<file path="src/sv/pcfs_pkg.sv">
`default_nettype none

package pcfs_pkg;

    // default sizing
    localparam int NUM_COLORS_DEF = 256;
    localparam int COUNT_BITS_DEF = 24;

    // request and result field widths
    localparam int CMD_W        = 2;
    localparam int PAGE_W       = 24;
    localparam int LIST_INDEX_W = 8;
    localparam int LIST_COUNT_W = 24;
    localparam int SKIPS_W      = 32;
    localparam int UNDERFLOW_W  = 1;

    // stream bus widths
    localparam int S_TDATA_W = 24;
    localparam int S_TUSER_W = CMD_W;
    localparam int M_TDATA_W = LIST_INDEX_W + LIST_COUNT_W + SKIPS_W;
    localparam int M_TUSER_W = UNDERFLOW_W;

    // configuration registers
    localparam int CFG_IDX_W   = 1;
    localparam int LOOKAHEAD_W = 8;
    localparam int CFG_DATA_W  = LOOKAHEAD_W;

    localparam logic [CFG_IDX_W-1:0] REG_COLORING_EN = 1'b0;
    localparam logic [CFG_IDX_W-1:0] REG_LOOKAHEAD   = 1'b1;

    localparam logic                   COLORING_EN_RST = 1'b1;
    localparam logic [LOOKAHEAD_W-1:0] LOOKAHEAD_RST   = 8'd100;

    typedef enum logic [CMD_W-1:0] {
        CMD_ADD    = 2'd0,
        CMD_REMOVE = 2'd1,
        CMD_SELECT = 2'd2
    } t_cmd;

    typedef enum logic [2:0] {
        S_CLEAR,
        S_IDLE,
        S_MOD,
        S_RD,
        S_UPD,
        S_SCAN_INIT,
        S_SCAN,
        S_OUT
    } t_state;

    // controller to datapath
    typedef struct packed {
        logic clr_step;
        logic load_req;
        logic mod_step;
        logic rd_color;
        logic upd;
        logic scan_init;
        logic scan_step;
        logic scan_finish;
        logic out_load;
    } t_dp_cmd;

    // datapath to controller
    typedef struct packed {
        logic clr_last;
        logic mod_done;
        logic coloring_en;
        logic scan_last;
        logic out_free;
    } t_dp_stat;

endpackage

`default_nettype wire

</file>
<file path="src/sv/pcfs_ctrl.sv">
`default_nettype none

module pcfs_ctrl (
    input  wire logic               i_clk,
    input  wire logic               i_rst_n,
    input  wire logic               i_in_valid,
    input  wire pcfs_pkg::t_cmd     i_in_cmd,
    output logic                    o_in_ready,
    input  wire pcfs_pkg::t_dp_stat i_stat,
    output pcfs_pkg::t_dp_cmd       o_cmd
);

    import pcfs_pkg::*;

    t_state r_state, n_state;

    always_ff @(posedge i_clk) begin
        if (!i_rst_n) begin
            r_state <= S_CLEAR;
        end else begin
            r_state <= n_state;
        end
    end

    always_comb begin
        n_state    = r_state;
        o_cmd      = '0;
        o_in_ready = 1'b0;
        unique case (r_state)
            S_CLEAR: begin
                o_cmd.clr_step = 1'b1;
                if (i_stat.clr_last) begin
                    n_state = S_IDLE;
                end
            end
            S_IDLE: begin
                o_in_ready = 1'b1;
                if (i_in_valid) begin
                    o_cmd.load_req = 1'b1;
                    unique case (i_in_cmd) inside
                        CMD_ADD, CMD_REMOVE: n_state = S_MOD;
                        CMD_SELECT:          n_state = i_stat.coloring_en ? S_SCAN_INIT : S_RD;
                        default:             n_state = S_IDLE;
                    endcase
                end
            end
            S_MOD: begin
                o_cmd.mod_step = 1'b1;
                if (i_stat.mod_done) begin
                    n_state = S_RD;
                end
            end
            S_RD: begin
                o_cmd.rd_color = 1'b1;
                n_state        = S_UPD;
            end
            S_UPD: begin
                o_cmd.upd = 1'b1;
                n_state   = S_OUT;
            end
            S_SCAN_INIT: begin
                o_cmd.scan_init = 1'b1;
                n_state         = S_SCAN;
            end
            S_SCAN: begin
                o_cmd.scan_step = 1'b1;
                if (i_stat.scan_last) begin
                    o_cmd.scan_finish = 1'b1;
                    n_state           = S_OUT;
                end
            end
            S_OUT: begin
                if (i_stat.out_free) begin
                    o_cmd.out_load = 1'b1;
                    n_state        = S_IDLE;
                end
            end
            default: n_state = S_CLEAR;
        endcase
    end

endmodule

`default_nettype wire

</file>
<file path="config.mk">
export PLATFORM = sky130hd
export DESIGN_NAME = pcfs_ctrl
export DESIGN_NICKNAME = d
export VERILOG_FILES = /design/src/sv/pcfs_pkg.sv /design/src/sv/pcfs_ctrl.sv
export SDC_FILE = /design/constraint.sdc
export NUM_CORES = 1
export LEC_CHECK = 0
export ABC_CLOCK_PERIOD_IN_PS = 1800
export BUFFER_PORTS_ARGS = -buffer_cell sky130_fd_sc_hd__buf_2
export CORE_AREA = 3 3 40 42
export DETAILED_ROUTE_END_ITERATION = 8
export DIE_AREA = 0 0 43 45
export GPL_ROUTABILITY_DRIVEN = 0
export SYNTH_ARGS = -nofsm -noshare
export SYNTH_HDL_FRONTEND = slang
export SYNTH_SLANG_ARGS = --single-unit
</file>
<file path="constraint.sdc">
create_clock -name i_clk -period 1.8 [get_ports i_clk]
set_input_delay 0.18 -clock i_clk [delete_from_list [all_inputs] [get_ports i_clk]]
set_output_delay 0.18 -clock i_clk [all_outputs]
set_load 0.1 [all_outputs]
</file>
==> After elaboration in Yosys (flattened, before gate mapping) <==
Cells that the tools add are included.
{ "op_classes": {"mux": 20, "reduce_logical": 4, "eq_ne": 14} }
{ "op_table": {"columns": ["operator", "count"], "rows": [
  ["one-hot mux 3 bit (8 select lines)", 1],
  ["two-way mux 3 bit", 6],
  ["== test 3 bit, second input constant", 4],
  ["two-way mux 1 bit", 11],
  ["inequality test 2 bit, second input constant", 5],
  ["== test 3 x 2 -> 1 bit, second input constant", 2],
  ["one-hot mux 3 bit (2 select lines)", 1],
  ["AND reduction 5 bit", 1],
  ["== test 3 x 1 -> 1 bit, second input constant", 1],
  ["logical NOT 3 bit", 1],
  ["== test 2 x 1 -> 1 bit, second input constant", 1],
  ["== test 2 bit, second input constant", 1],
  ["logical NOT 2 bit", 1],
  ["two-way mux 2 bit", 1],
  ["OR reduction 2 bit", 1]
]} }
{ "totals": {"inputBits": 10, "word_cells": 39, "output_inout_bits": 10, "ff_bits": 3} }

==> Longest topological paths before layout <==
{ "logic_depth": {"ltp_word": 5, "ltp_mapped": 5, "mapped_depth_nobuf": 4} }

==> Worst setup path before layout <==
OpenSTA, ideal clock, no wires.
{ "synth_timing": {"path_type": "reg-to-output", "start": "reg r_state[0]", "end": "out o_cmd[3] in the netlist's numbering", "arrival_ps": 2895, "t_required_ps": 1620, "path_stages_with_launch": 4, "n_path_buf": 2, "path_slack_ps": -1275, "path_cell_list": "dfxtp_1 buf_6 clkbuf_1 nor3b_1"} }
{ "synth_lines": {"columns": ["element", "line_no", "source"], "rows": [
  ["start: declaration", "pcfs_ctrl.sv:15", "t_state r_state, n_state;"],
  ["start signal: assignment", "pcfs_ctrl.sv:21", "r_state <= n_state;"],
  ["end: declaration", "pcfs_ctrl.sv:10", "output pcfs_pkg::t_dp_cmd o_cmd"]
]} }

==> flow_metrics.tcl <==
set metrics [dict create \
    status "finished, final reports clean" \
    postCtsSetupRepairBufs 0 \
    met3WireLength_microns 100 \
    finClkSkew_ns 0.00418 \
    relSlewSlack_pct 67.7 \
    path_delay_family "flip-flops" \
    ys_warn_count 0 \
    top_regs "r_state: 3 flops" \
    final_layout_size_suffix_gt1_share_pct 55.6 \
    die_x_microns 43 \
    wire_per_inst_microns 10.7 \
    ir_drop_mv 0.671 \
    fp.coreArea_sq_mm 0.00128 \
    grt_usage_pct 9.99 \
    setup_violations 0 \
    tns_ns 0 \
    via_per_inst 4.90 \
    multi_input_area_sq_um 268 \
    layout_common_cells "buf_2, buf_12, nand2_1, clkbuf_4" \
    htreeDepth 1 \
    mappedNetlistNets 53 \
    avgSynthCellArea_sq_um 7.54 \
    clock-sinks 3 \
    row_count 13 \
    clk_pin_slew_worst_paths_ns 0.04 \
    dr_total_vias 382 \
    cp.arrival_ns 1.55 \
    critPathBufInv 1 \
    start_util_pct 25.2 \
    seq_area_sq_um 62.6 \
    syn_to_final_growth_pct 84.2 \
    drtIter0Drc 2 \
    cts_buffers 3 \
    crit_path_end_kind "output port" \
    clock_path_buffers 2 \
    grt_setup_unrepaired "false" \
    die_area_sq_mm 0.00194 \
    worstMarginPinSlew_ns 0.488 \
    min_period_over_period_pct 96.0 \
    placed_cells 74 \
    hold_class "input pin to register" \
    leakage_nw 0.264 \
    slew_viol_final 0 \
    io_buffers 19 \
    root_buffer "clkbuf_4" \
    fillers 131 \
    hpwl_microns 693 \
    finalNetCount 74 \
    drt-total-wl_microns 832 \
    met2_length_microns 385 \
    clk_latency_ns 0.24 \
    critical_path_class "register to output port" \
    ys_async_sr_fraction_pct 0 \
    synth_edf_count 0 \
    yosysSeqAreaShare_pct 18.5 \
    grt_max_degree 15 \
    cp_max_fo 8 \
    ys.flop_type "dfxtp_1" \
    finalCriticalPeriod_ns 1.73 \
    synth_area_sq_um 324 \
    ys_ff_latch 3 \
    top_register "r_state" \
    grt_pass1_wl_microns 1430 \
    mostFrequentLayoutCell "buf_2" \
    critPathRequiredTime_ns 1.62 \
    ant_nets 0 \
    antenna_found_initial 0 \
    instances_no_fill 78 \
    finalHoldViolCount 0 \
    drc_errors 0 \
    first_pass_iters 4 \
    power_density_mw_per_mm2 1730 \
    largest_reg_flops 3 \
    crit_path_cell_trace "nand2_1 > nor2_4 > buf_2" \
    grt_pass1_vias 361 \
    synthCells 43 \
    slowest_stage "dfxtp_1" \
    wl_met1_microns 321 \
    max_freq_mhz 579 \
    ys_types 24 \
    slowest_delay_ns 0.49 \
    ios 20 \
    diodes 0 \
    die_y_microns 45 \
    maxUsedRoutingLayer "met4" \
    overflow 0 \
    drv_cap 0 \
    critPathLaunchType "register" \
    cts_tree "yes" \
    power.total_w 0.00103 \
]
[cell families after synthesis]
| kind of cell | synth area share [%] |
|---|---|
| mux | 3.09 |
| compound gates | 28.6 |
| flops | 18.5 |
| buf+inv | 11.2 |
| simple gates | 38.6 |
[timing repair]
item,CTS,global route
hold buffers,0,0
setup endpoints to repair,0,2
gates resized for setup,0,2
[routing by layer]
| layer | vias up | global-route usage [%] |
|---|---|---|
| li1 | 191 | - |
| met1 | 169 | 10.6 |
| met2 | 20 | 17.4 |
| met3 | 2 | 2.39 |
| met4 | 0 | 7.23 |
| met5 | - | 0 |
[power breakdown]
part | total [W] | switching (W) | leakage (nW) | internal (W)
clock | 0.000121 | 0.0000379 | 0.0150 | 0.0000833
sequential | 0.000172 | 0.0000794 | 0.0253 | 0.0000923
combinational | 0.000738 | 0.000485 | 0.224 | 0.000253
total | 0.00103 | 0.000603 | 0.264 | 0.000429
[synthesized netlist by cell type, types with 2 or more instances]
cell type	count	area (sq um)
and2_1	2	12.5
and3_1	2	12.5
buf_2	2	10.0
dfxtp_1	3	60.1
inv_1	3	11.3
nand2_1	5	18.8
nor2_1	4	15.0
nor3_1	2	10.0
nor3b_1	3	22.5
o21ai_0	3	15.0
[stage by stage]
| stage | setup WS, ns | hold slack, ns | area (sq um) | util [%] |
|---|---|---|---|---|
| after floorplan | -0.245 | 0.313 | 378 | - |
| after global placement | 0.319 | 0.483 | 567 | 44.1 |
| after detailed placement | 0.276 | 0.481 | 567 | 44.1 |
| after CTS | 0.0354 | 0.230 | 593 | 46.2 |
| after global routing | 0.0121 | 0.263 | 597 | 46.4 |
| final | 0.0714 | 0.238 | 597 | 46.4 |
[layout make-up]
class | instances | area share, %
multi-input cells | 33 | 44.9
repair buffers | 20 | 35.2
flip-flops and latches | 3 | 10.5
clock buffers | 4 | 4.40
well taps | 15 | 3.14
inverters | 3 | 1.89
[worst paths after layout]
| check | startpoint | to | slack, ns | depth (start not counted) |
|---|---|---|---|---|
| setup / recovery | r_state[2] | o_cmd[2] | 0.07 | 3 |
| hold / removal | i_rst_n | r_state[2] | 0.24 | 2 |
| setup reg to reg | r_state[2] | r_state[1] | 0.34 | 4 |
| hold reg to reg | r_state[0] | r_state[0] | 0.58 | 2 |
Note: power is estimated with default switching activity, not from simulation.
